File: src/scr_pkg.sv
`timescale 1ns / 1ps
// scr_pkg: shared types and constants for the scalar rainbow colormap.
// No dependencies; used by the interfaces, the divider step and the top level.
package scr_pkg;

  localparam int FRAC_BITS  = 16;
  localparam int QUO_W      = FRAC_BITS + 2;
  localparam int DIV_STAGES = QUO_W;
  localparam int DATA_W     = 32;
  localparam int CFG_IDX_W  = 2;

  localparam logic [7:0] ALPHA_OPAQUE = 8'hFF;
  localparam logic [7:0] CH_FULL      = 8'hFF;
  localparam logic [7:0] CH_ZERO      = 8'h00;

  localparam logic signed [DATA_W-1:0] RANGE_MIN_RST = 32'sd0;
  localparam logic signed [DATA_W-1:0] RANGE_MAX_RST = 32'sd65536;
  localparam logic signed [DATA_W-1:0] EMPTY_THR_RST = -32'sd255999744;

  typedef enum logic [CFG_IDX_W-1:0] {
    REG_RANGE_MIN = 2'd0,
    REG_RANGE_MAX = 2'd1,
    REG_EMPTY_THR = 2'd2
  } cfg_reg_t;

  typedef enum logic [1:0] {
    KIND_EMPTY = 2'd0,
    KIND_RED   = 2'd1,
    KIND_BLUE  = 2'd2,
    KIND_RAMP  = 2'd3
  } kind_t;

  typedef enum logic [1:0] {
    SEG_RED_YEL = 2'd0,
    SEG_YEL_GRN = 2'd1,
    SEG_GRN_CYN = 2'd2,
    SEG_CYN_BLU = 2'd3
  } seg_t;

  typedef struct packed {
    kind_t              kind;
    logic [DATA_W-1:0]  rem;
    logic [DATA_W-1:0]  den;
    logic [QUO_W-1:0]   quo;
  } pipe_t;

endpackage

File: src/scr_if.sv
`timescale 1ns / 1ps
// scr_in_if / scr_out_if: valid-ready channels of the colormap core.
// Depends on scr_pkg for field widths.
interface scr_in_if;
  logic                               valid;
  logic                               ready;
  logic signed [scr_pkg::DATA_W-1:0]  sample_val;

  modport source (output valid, output sample_val, input ready);
  modport sink   (input valid, input sample_val, output ready);
endinterface

interface scr_out_if;
  logic                         valid;
  logic                         ready;
  logic [scr_pkg::DATA_W-1:0]   argb;
  logic                         is_empty;

  modport source (output valid, output argb, output is_empty, input ready);
  modport sink   (input valid, input argb, input is_empty, output ready);
endinterface

File: src/scr_div_step.sv
`timescale 1ns / 1ps
// scr_div_step: one restoring-division stage, yields one quotient bit per beat.
// Depends on scr_pkg (pipe_t).
module scr_div_step (
  input  logic           clk,
  input  logic           rst_n,
  input  logic           adv,
  input  logic           in_valid,
  input  scr_pkg::pipe_t in_data,
  output logic           out_valid,
  output scr_pkg::pipe_t out_data
);

  logic                        valid_r;
  scr_pkg::pipe_t              data_r;
  scr_pkg::pipe_t              data_nxt;
  logic [scr_pkg::DATA_W:0]    rem2;
  logic [scr_pkg::DATA_W+1:0]  diff;
  logic                        ge;

  always_comb begin
    rem2     = {in_data.rem, 1'b0};
    diff     = {1'b0, rem2} - {2'b00, in_data.den};
    ge       = ~diff[scr_pkg::DATA_W+1];
    data_nxt = in_data;
    // keep the partial remainder below the divisor
    data_nxt.rem = ge ? diff[scr_pkg::DATA_W-1:0] : rem2[scr_pkg::DATA_W-1:0];
    data_nxt.quo = {in_data.quo[scr_pkg::QUO_W-2:0], ge};
  end

  always_ff @(posedge clk) begin
    if (!rst_n) begin
      valid_r <= 1'b0;
    end else if (adv) begin
      valid_r <= in_valid;
    end
  end

  always_ff @(posedge clk) begin
    if (adv) begin
      data_r <= data_nxt;
    end
  end

  assign out_valid = valid_r;
  assign out_data  = data_r;

endmodule

File: src/scalar_rainbow_colormap_core.sv
`timescale 1ns / 1ps
// scalar_rainbow_colormap_core: top level, sample to ARGB rainbow color.
// Depends on scr_pkg, scr_in_if / scr_out_if and scr_div_step.
//
//   channel  dir  handshake          payload
//   in_ch    in   valid/ready        sample_val[31:0] signed Q23.8
//   out_ch   out  valid/ready        argb[31:0], is_empty
//   cfg_*    in   cfg_we             cfg_index[1:0], cfg_wdata[31:0]
//
// One beat accepted per cycle while out_ch takes results; the stages are a
// compare/subtract stage, one restoring-division stage per quotient bit,
// and a ramp/pack stage into the output register.
// rst_n is synchronous; it clears valid bits and loads register defaults.
// Each stage holds only when its successor is full and held, so bubbles close
// up and input is taken while a result waits on out_ch if any stage is empty.
module scalar_rainbow_colormap_core (
  input  logic                          clk,
  input  logic                          rst_n,
  scr_in_if.sink                        in_ch,
  scr_out_if.source                     out_ch,
  input  logic                          cfg_we,
  input  logic [scr_pkg::CFG_IDX_W-1:0] cfg_index,
  input  logic [scr_pkg::DATA_W-1:0]    cfg_wdata
);

  localparam int NS = scr_pkg::DIV_STAGES;

  logic signed [scr_pkg::DATA_W-1:0] range_min_r;
  logic signed [scr_pkg::DATA_W-1:0] range_max_r;
  logic signed [scr_pkg::DATA_W-1:0] empty_thr_r;

  logic                  stage_v   [0:NS];
  scr_pkg::pipe_t        stage_d   [0:NS];
  logic [NS+1:0]         adv;

  scr_pkg::pipe_t        pre_nxt;
  logic [scr_pkg::DATA_W:0] num_wide;
  logic [scr_pkg::DATA_W:0] den_wide;

  logic                        out_valid_r;
  logic [scr_pkg::DATA_W-1:0]  argb_r;
  logic [scr_pkg::DATA_W-1:0]  argb_nxt;
  logic                        is_empty_r;
  logic                        is_empty_nxt;

  logic [scr_pkg::FRAC_BITS-1:0] frac;
  logic [scr_pkg::FRAC_BITS+7:0] prod;
  logic [7:0]                    ramp;
  scr_pkg::seg_t                 seg;
  scr_pkg::pipe_t                last_d;

  // configuration registers
  always_ff @(posedge clk) begin
    if (!rst_n) begin
      range_min_r <= scr_pkg::RANGE_MIN_RST;
      range_max_r <= scr_pkg::RANGE_MAX_RST;
      empty_thr_r <= scr_pkg::EMPTY_THR_RST;
    end else if (cfg_we) begin
      case (cfg_index)
        scr_pkg::REG_RANGE_MIN: range_min_r <= cfg_wdata;
        scr_pkg::REG_RANGE_MAX: range_max_r <= cfg_wdata;
        scr_pkg::REG_EMPTY_THR: empty_thr_r <= cfg_wdata;
        default: ;
      endcase
    end
  end

  // advance chain: a stage moves when it is empty or its successor moves
  assign adv[NS+1] = ~out_valid_r | out_ch.ready;
  genvar gi;
  generate
    for (gi = 0; gi <= NS; gi++) begin : g_adv
      assign adv[gi] = ~stage_v[gi] | adv[gi+1];
    end
  endgenerate

  assign in_ch.ready = adv[0];

  // classify the sample and set up the division
  always_comb begin
    num_wide = {range_max_r[scr_pkg::DATA_W-1], range_max_r}
             - {in_ch.sample_val[scr_pkg::DATA_W-1], in_ch.sample_val};
    den_wide = {range_max_r[scr_pkg::DATA_W-1], range_max_r}
             - {range_min_r[scr_pkg::DATA_W-1], range_min_r};
    pre_nxt.rem = num_wide[scr_pkg::DATA_W-1:0];
    pre_nxt.den = den_wide[scr_pkg::DATA_W-1:0];
    pre_nxt.quo = '0;
    if (in_ch.sample_val <= empty_thr_r) begin
      pre_nxt.kind = scr_pkg::KIND_EMPTY;
    end else if (in_ch.sample_val >= range_max_r) begin
      pre_nxt.kind = scr_pkg::KIND_RED;
    end else if (in_ch.sample_val <= range_min_r) begin
      pre_nxt.kind = scr_pkg::KIND_BLUE;
    end else begin
      pre_nxt.kind = scr_pkg::KIND_RAMP;
    end
  end

  always_ff @(posedge clk) begin
    if (!rst_n) begin
      stage_v[0] <= 1'b0;
    end else if (adv[0]) begin
      stage_v[0] <= in_ch.valid;
    end
  end

  always_ff @(posedge clk) begin
    if (adv[0]) begin
      stage_d[0] <= pre_nxt;
    end
  end

  generate
    for (gi = 1; gi <= NS; gi++) begin : g_div
      scr_div_step u_step (
        .clk      (clk),
        .rst_n    (rst_n),
        .adv      (adv[gi]),
        .in_valid (stage_v[gi-1]),
        .in_data  (stage_d[gi-1]),
        .out_valid(stage_v[gi]),
        .out_data (stage_d[gi])
      );
    end
  endgenerate

  // ramp = floor(frac * 255 / 2^FRAC_BITS), then pick the segment
  always_comb begin
    last_d = stage_d[NS];
    frac   = last_d.quo[scr_pkg::FRAC_BITS-1:0];
    prod   = {frac, 8'h00} - {8'h00, frac};
    ramp   = prod[scr_pkg::FRAC_BITS+7:scr_pkg::FRAC_BITS];
    seg    = scr_pkg::seg_t'(last_d.quo[scr_pkg::QUO_W-1:scr_pkg::QUO_W-2]);
    is_empty_nxt = 1'b0;
    case (last_d.kind)
      scr_pkg::KIND_EMPTY: begin
        argb_nxt     = '0;
        is_empty_nxt = 1'b1;
      end
      scr_pkg::KIND_RED:
        argb_nxt = {scr_pkg::ALPHA_OPAQUE, scr_pkg::CH_FULL, scr_pkg::CH_ZERO,
                    scr_pkg::CH_ZERO};
      scr_pkg::KIND_BLUE:
        argb_nxt = {scr_pkg::ALPHA_OPAQUE, scr_pkg::CH_ZERO, scr_pkg::CH_ZERO,
                    scr_pkg::CH_FULL};
      default: begin
        case (seg)
          scr_pkg::SEG_RED_YEL:
            argb_nxt = {scr_pkg::ALPHA_OPAQUE, scr_pkg::CH_FULL, ramp,
                        scr_pkg::CH_ZERO};
          scr_pkg::SEG_YEL_GRN:
            argb_nxt = {scr_pkg::ALPHA_OPAQUE, scr_pkg::CH_FULL - ramp,
                        scr_pkg::CH_FULL, scr_pkg::CH_ZERO};
          scr_pkg::SEG_GRN_CYN:
            argb_nxt = {scr_pkg::ALPHA_OPAQUE, scr_pkg::CH_ZERO, scr_pkg::CH_FULL,
                        ramp};
          default:
            argb_nxt = {scr_pkg::ALPHA_OPAQUE, scr_pkg::CH_ZERO,
                        scr_pkg::CH_FULL - ramp, scr_pkg::CH_FULL};
        endcase
      end
    endcase
  end

  always_ff @(posedge clk) begin
    if (!rst_n) begin
      out_valid_r <= 1'b0;
    end else if (adv[NS+1]) begin
      out_valid_r <= stage_v[NS];
    end
  end

  always_ff @(posedge clk) begin
    if (adv[NS+1]) begin
      argb_r     <= argb_nxt;
      is_empty_r <= is_empty_nxt;
    end
  end

  assign out_ch.valid    = out_valid_r;
  assign out_ch.argb     = argb_r;
  assign out_ch.is_empty = is_empty_r;

endmodule
File: src/flat_wrapper.sv
// flat-port wrapper written by rule: the top's interface ports become plain ports
module scalar_rainbow_colormap_core_flat 
  (clk, rst_n, cfg_we, cfg_index, cfg_wdata, in_ch_valid, in_ch_sample_val, in_ch_ready, out_ch_valid, out_ch_argb, out_ch_is_empty, out_ch_ready);
  scr_in_if in_ch_i ();
  scr_out_if out_ch_i ();
  input  logic clk;
  input  logic rst_n;
  input  logic cfg_we;
  input  logic [scr_pkg::CFG_IDX_W-1:0] cfg_index;
  input  logic [scr_pkg::DATA_W-1:0] cfg_wdata;
  input wire logic [$bits(in_ch_i.valid)-1:0] in_ch_valid;
  input wire logic [$bits(in_ch_i.sample_val)-1:0] in_ch_sample_val;
  output wire logic [$bits(in_ch_i.ready)-1:0] in_ch_ready;
  output wire logic [$bits(out_ch_i.valid)-1:0] out_ch_valid;
  output wire logic [$bits(out_ch_i.argb)-1:0] out_ch_argb;
  output wire logic [$bits(out_ch_i.is_empty)-1:0] out_ch_is_empty;
  input wire logic [$bits(out_ch_i.ready)-1:0] out_ch_ready;
  assign in_ch_i.valid = in_ch_valid;
  assign in_ch_i.sample_val = in_ch_sample_val;
  assign in_ch_ready = in_ch_i.ready;
  assign out_ch_valid = out_ch_i.valid;
  assign out_ch_argb = out_ch_i.argb;
  assign out_ch_is_empty = out_ch_i.is_empty;
  assign out_ch_i.ready = out_ch_ready;
  scalar_rainbow_colormap_core u_core (.clk(clk), .rst_n(rst_n), .in_ch(in_ch_i), .out_ch(out_ch_i), .cfg_we(cfg_we), .cfg_index(cfg_index), .cfg_wdata(cfg_wdata));
endmodule
File: config.mk
export PLATFORM = sky130hd
export DESIGN_NAME = scalar_rainbow_colormap_core_flat
export DESIGN_NICKNAME = d
export VERILOG_FILES = /design/src/scr_pkg.sv /design/src/scr_if.sv /design/src/scr_div_step.sv /design/src/scalar_rainbow_colormap_core.sv /design/src/flat_wrapper.sv
export SDC_FILE = /design/constraint.sdc
export NUM_CORES = 2
export LEC_CHECK = 0
export BUFFER_PORTS_ARGS = -buffer_cell sky130_fd_sc_hd__buf_2
export CAP_MARGIN = 30
export CORE_MARGIN = 10
export CORE_UTILIZATION = 58
export DETAILED_ROUTE_END_ITERATION = 8
export PLACE_DENSITY_LB_ADDON = 0.25
export RECOVER_POWER = 25
export SLEW_MARGIN = 10
export SYNTH_ARGS = -nofsm -noshare
export SYNTH_HDL_FRONTEND = slang
export SYNTH_SLANG_ARGS = --single-unit
File: constraint.sdc
create_clock -name clk -period 6.56 [get_ports clk]
set_clock_uncertainty 0.2 [all_clocks]
set_input_delay 0.656 -clock clk [delete_from_list [all_inputs] [get_ports clk]]
set_output_delay 0.656 -clock clk [all_outputs]
set_load 0.005 [all_outputs]
### Word-level counts from Yosys, hierarchy flattened

Cells that the tools add are included.

| storage, ports and cells | value |
|---|---|
| bits in registers | 1,510 |
| output and inout port bits | 35 |

| cells by class | value |
|---|---|
| add/sub/neg operators | 22 |
| reduce and logical (&&, ||, !) cells | 7 |
| magnitude comparators | 3 |
| multiplexer cells | 22 |
| equality and inequality tests | 6 |
| bitwise operators | 58 |

Operator list:

| kind | number |
|---|---|
| subtractor 33 x 32 -> 34 bit | 18 |
| two-way mux 32 bit | 17 |
| case mux 32 bit (3 select lines) | 1 |
| case mux 24 bit (3 select lines) | 1 |
| less-or-equal comparator 32 bit | 2 |
| subtractor 32 bit | 2 |
| NOT 1 bit | 38 |
| >= comparator 32 bit | 1 |
| subtractor 24 x 16 -> 24 bit | 1 |
| bitwise OR 1 bit | 20 |
| subtractor 8 bit (first input constant) | 1 |
| == test 2 x 1 -> 1 bit (second input constant) | 3 |
| == test 2 bit (second input constant) | 3 |
| zero test 2 bit | 3 |
| AND reduction 2 bit | 3 |
| two-way mux 1 bit | 3 |
| OR reduction 2 bit | 1 |

### Depth between registers and ports, before layout

| logic depth | value |
|---|---|
| depth in word-level cells | 21 |
| mapped depth | 16 |
| depth with buffers taken out | 13 |

### Hierarchy

Synthesis repeated with hierarchy kept, for this count alone.

| second synthesis, totals | value |
|---|---|
| cells, all modules | 8,929 |
| area total of the unflattened synthesis | 96,862.9 um^2 |

Modules (own cells, without submodules):

| module | times used | cells each | area each (um^2) |
|---|---|---|---|
| scr_div_step at u_core.g_div[18].u_step ... | 10 | 412 | 4,639.4 |
| scr_div_step at u_core.g_div[10].u_step ... | 8 | 427 | 4,767.1 |
| scalar_rainbow_colormap_core | 1 | 1,393 | 12,331.8 |

### Worst setup path before layout

OpenSTA, ideal clock, no wires.

| timing | value |
|---|---|
| path type | input -> output |
| start | input out_ch_ready |
| end | output in_ch_ready |
| required time | 5.704 ns |
| slack | 0.105 ns |
| buffers on the path | 0 |
| arrival time | 5.599 ns |
| cell stages on the path | 9 |
| cells stage by stage | nor2b_1 inv_1 nor2_1 and2_1 inv_1 nor3_1 and3_1 and2_1 nand3_1 |

| between the ends | value |
|---|---|
| word-level cells in the longest chain between the ends | 20 |

RTL lines:

| item | RTL line | RTL |
|---|---|---|
| start: declaration | flat_wrapper.sv:17 | `input wire logic [$bits(out_ch_i.ready)-1:0] out_ch_ready;` |
| bitwise OR 1 bit | scalar_rainbow_colormap_core.sv:69 | `assign adv[NS+1] = ~out_valid_r \| out_ch.ready;` |
| net u_core.adv[19] | scalar_rainbow_colormap_core.sv:34 | `logic [NS+1:0] adv;` |
| bitwise OR 1 bit (5 in a row) | scalar_rainbow_colormap_core.sv:73 | `assign adv[gi] = ~stage_v[gi] \| adv[gi+1];` |
| net u_core.adv[14] | scalar_rainbow_colormap_core.sv:34 |  |
| bitwise OR 1 bit (14 in a row) | scalar_rainbow_colormap_core.sv:73 |  |
| end: declaration | flat_wrapper.sv:13 | `output wire logic [$bits(in_ch_i.ready)-1:0] in_ch_ready;` |

The timed path passes the listed nets, and every way through them passes these cells.

### Worst setup path after layout

Same ends and word-level chain as after synthesis.

==> impl_results.md <==
- Status: complete, no violations
- Slew at the pin closest to its max-slew limit: 1.01 ns
- WS Path Type: in -> out
- Post-synth EDFFs: 1387
- Per-cell routed wire length: 15.7 µm
- Crit Path Max Fanout: 20
- WP data required: 5.70 ns
- MaxCap Viol Count: 0
- N_diodes: 0
- Critical path startpoint category: primary input
- Post-Place Setup Slack: 1.39 ns
- Area contributors post-synth: edfxtp_1, ha_1, a21oi_1
- Vias in the first global route: 59900
- RD Place Congestion: 0.935
- Main combinational cell family by area after synthesis: compound AO/OA/AOI/OAI gates
- Post-route ant nets: 0
- Final worst-path cycle share: 71.9%
- # fillers: 10800
- RSZ-0062 raised after global routing: false
- Asr flop ratio synth: 0%
- Post-synthesis sequential area ratio: 51.5%
- Post-CTS Repair Setup Buffers: 0
- Adder-Cell Fraction of Synth Area: 10.7%
- Commonest cells in the netlist: edfxtp_1, inv_1, ha_1, nand2_1, a21oi_1
- Most numerous cell in the Yosys netlist: edfxtp_1
- Min Tclk post-route: 4.72 ns
- Overflow after GRT: 0
- Share of cells above drive strength 1: 7.90%
- Critical-path cell list: dlygate4sd3_1 -> buf_2 -> nor2b_1 -> inv_1 -> nor2_1 -> and2_1 -> clkinv_2 -> nor3_1 -> clkbuf_4 -> and3_1 -> and2_1 -> nand3_4 -> buf_2
- Slew HR: 32.5%
- Post-Synth Simple-Gate Area: 10.3%
- Synth warn: 0
- Biggest area consumer among synthesized cells: edfxtp_1
- Drt total wl: 159000 µm
- Mux cell area share after synthesis: 2.42%
- Crit-path max cell delay: 0.53 ns
- Die span in y: 404 µm
- Mapped Nets: 8658
- Main synth FF type: edfxtp_1
- Area growth syn-to-layout: 9.91%
- Leakage: 39.5 nW
- Pre-antenna DRT Iters: 8
- Port buffer count: 105
- Worst-Skew Late Latency: 0.80 ns
- Share of the synthesized area in the top cell type: 48.8%
- Nets: 8845
- Setup_tns: 0 ns
- Vias: 57800
- CTS Buf Count: 163
- Pwr Density: 593 mW/mm²
- Root buf cell: clkbuf_16
- Synth Area in XOR/XNOR: 4.80%
- GRT Total Usage: 19.2%
- Family with the most delay on the worst path: simple AND/OR/NAND/NOR gates
- Worst-path clk slew: 0.06 ns
- Max VDD drop: 0.323 mV
- Drt initial violations: 3152
- Starting Density: 58.5%
- Fmax: 212 MHz
- Hpwl dp: 121000 µm
- CTS tree: built
- Post-synthesis instance area: 0.0854 mm²
- Min-delay worst type: in -> reg
- Synthesis-stage register bit count: 1503
- CP Data Arrival Time: 3.86 ns
- H-tree levels: 4
- Compound-Gate Fraction of Synth Area: 15.8%
- WP buf/inv: 6
- # DRC: 0
- Final Hold Violating Endpoints: 0
- Antenna violations before repair: 0
- Clk sink count: 1503
- Post-Synthesis Cells: 7871
- Syn_area_per_cell: 10.9 µm²
- Max Slew Vio Count: 0
- Vias per cell: 5.71
- Die ar.: 0.163 mm²
- Setup ws final: 1.84 ns
- Synth cell types: 95
- Crit-path slowest cell: dlygate4sd3_1
- CTS max path bufs: 3
- Global-route wire length before repair: 267000 µm
- Multi-input logic area: 0.0377 mm²
- I/O Pins: 106
- Final-report setup violation count: 0
- FP Rows: 140
- Die Wd: 404 µm
- Core Area: 0.146 mm²
- FF+latch area: 0.0440 mm²
- Largest net degree at the start of global routing: 89
- CP Capture Type: primary output
-- sequential cells by signal (all words and copies together) (netlist names) --
signal	cells
u_core.out_ch.valid	1
u_core.g_div.u_step.out_data	1295
u_core.empty_thr_r	32
u_core.range_max_r	32
u_core.stage_v	1
u_core.stage_d	66
u_core.range_min_r	32
u_core.g_div.u_step.out_valid	18
u_core.out_ch.is_empty	1
u_core.out_ch.argb	25
-- placed cells by master (no fill, tap or decap), drive strengths merged, types with 37 or more instances in the layout --
master / count
o31ai: 53
a211oi: 63
nand2: 697
and2: 40
a21oi: 640
clkbuf: 210
clkinv: 66
dfxtp: 116
nor2b: 90
buf: 158
nand3: 137
xnor2: 296
o21ai: 450
nand4: 58
nor2: 469
mux2: 165
nand2b: 90
dlygate4sd3: 37
o21bai: 54
xor2: 172
a21o: 269
inv: 841
a31oi: 62
ha: 697
o21a: 115
nor3: 109
and3: 75
edfxtp: 1387
a21boi: 123
-- area by class of cell --
class | count | share of cell area, %
Clock buffer | 209 | 4.64
Clock inverter | 87 | 0.993
Inverter | 835 | 3.34
Multi-Input combinational cell | 5359 | 40.1
Sequential cell | 1503 | 46.8
Tap cell | 1917 | 2.55
Timing Repair Buffer | 196 | 1.49
-- worst min-delay path: cells and delay by family --
kind,cells,cell delay (ns)
buf+inv,1,0.14
simple gates,2,0.16
compound gates,1,0.06
-- kinds of logic after synthesis --
group | count (synthesis)
AOI/OAI and AO/OA | 2101
xor gates and xnor gates | 468
adders and majority gates | 716
buffers and inverters | 1009
DFF | 1503
muxes | 176
and+or+nand+nor | 1898
-- report_power, final --
group	internal (mW)	leakage (nW)	switching, mW
clock network	5.17	2.57	3.76
logic	12.8	21.1	16.0
registers	16.2	15.8	1.76
total	34.2	39.5	21.5
-- through the flow --
| stage | utilization, % | cell area [µm²] | instances | power, mW | hold slack [ns] |
|---|---|---|---|---|---|
| after CTS | 64.2 | 93800 | 10100 | 55.6 | 0.0158 |
| after global routing | 64.3 | 93900 | 10100 | 60.1 | 0.0839 |
| after floorplan | - | 85400 | 7871 | 40.5 | 0.200 |
| after global placement | 60.3 | 88100 | 9766 | 45.1 | 0.201 |
| after detailed placement | 60.3 | 88100 | 9768 | 46.3 | 0.205 |
| final | 64.3 | 93900 | 10100 | 55.7 | 0.0795 |
-- worst paths after layout --
kind                                                  startpoint                                        endpoint  slack (ns)  cells after the start
hold / removal                                      cfg_index[0]              u_core.empty_thr_r[1]$_SDFFE_PN0P_        0.08                      4
setup reg to reg  u_core.g_div[11].u_step.out_data[20]$_DFFE_PP_  u_core.g_div[12].u_step.out_data[72]$_DFFE_PP_        1.96                     14
hold reg to reg    u_core.g_div[16].u_step.out_data[0]$_DFFE_PP_   u_core.g_div[17].u_step.out_data[1]$_DFFE_PP_        0.21                      0
setup / recovery                                    out_ch_ready                                     in_ch_ready        1.84                     13
-- metal layers --
| layer | routed length, µm | GRT usage (%) | up-vias |
|---|---|---|---|
| met2 | 87800 | 38.7 | 1252 |
| li1 | - | - | 29000 |
| met5 | 0 | 0 | - |
| met4 | 8870 | 11.0 | 0 |
| met1 | 57500 | 18.0 | 27000 |
| met3 | 4970 | 2.73 | 548 |
-- what timing repair did --
item                                   CTS  global route
hold buffers                            37             0
resized for setup                        0             0
setup endpoints to repair                0             0
endpoints found under the hold margin   99             0
(Power assumes the default switching activity.)
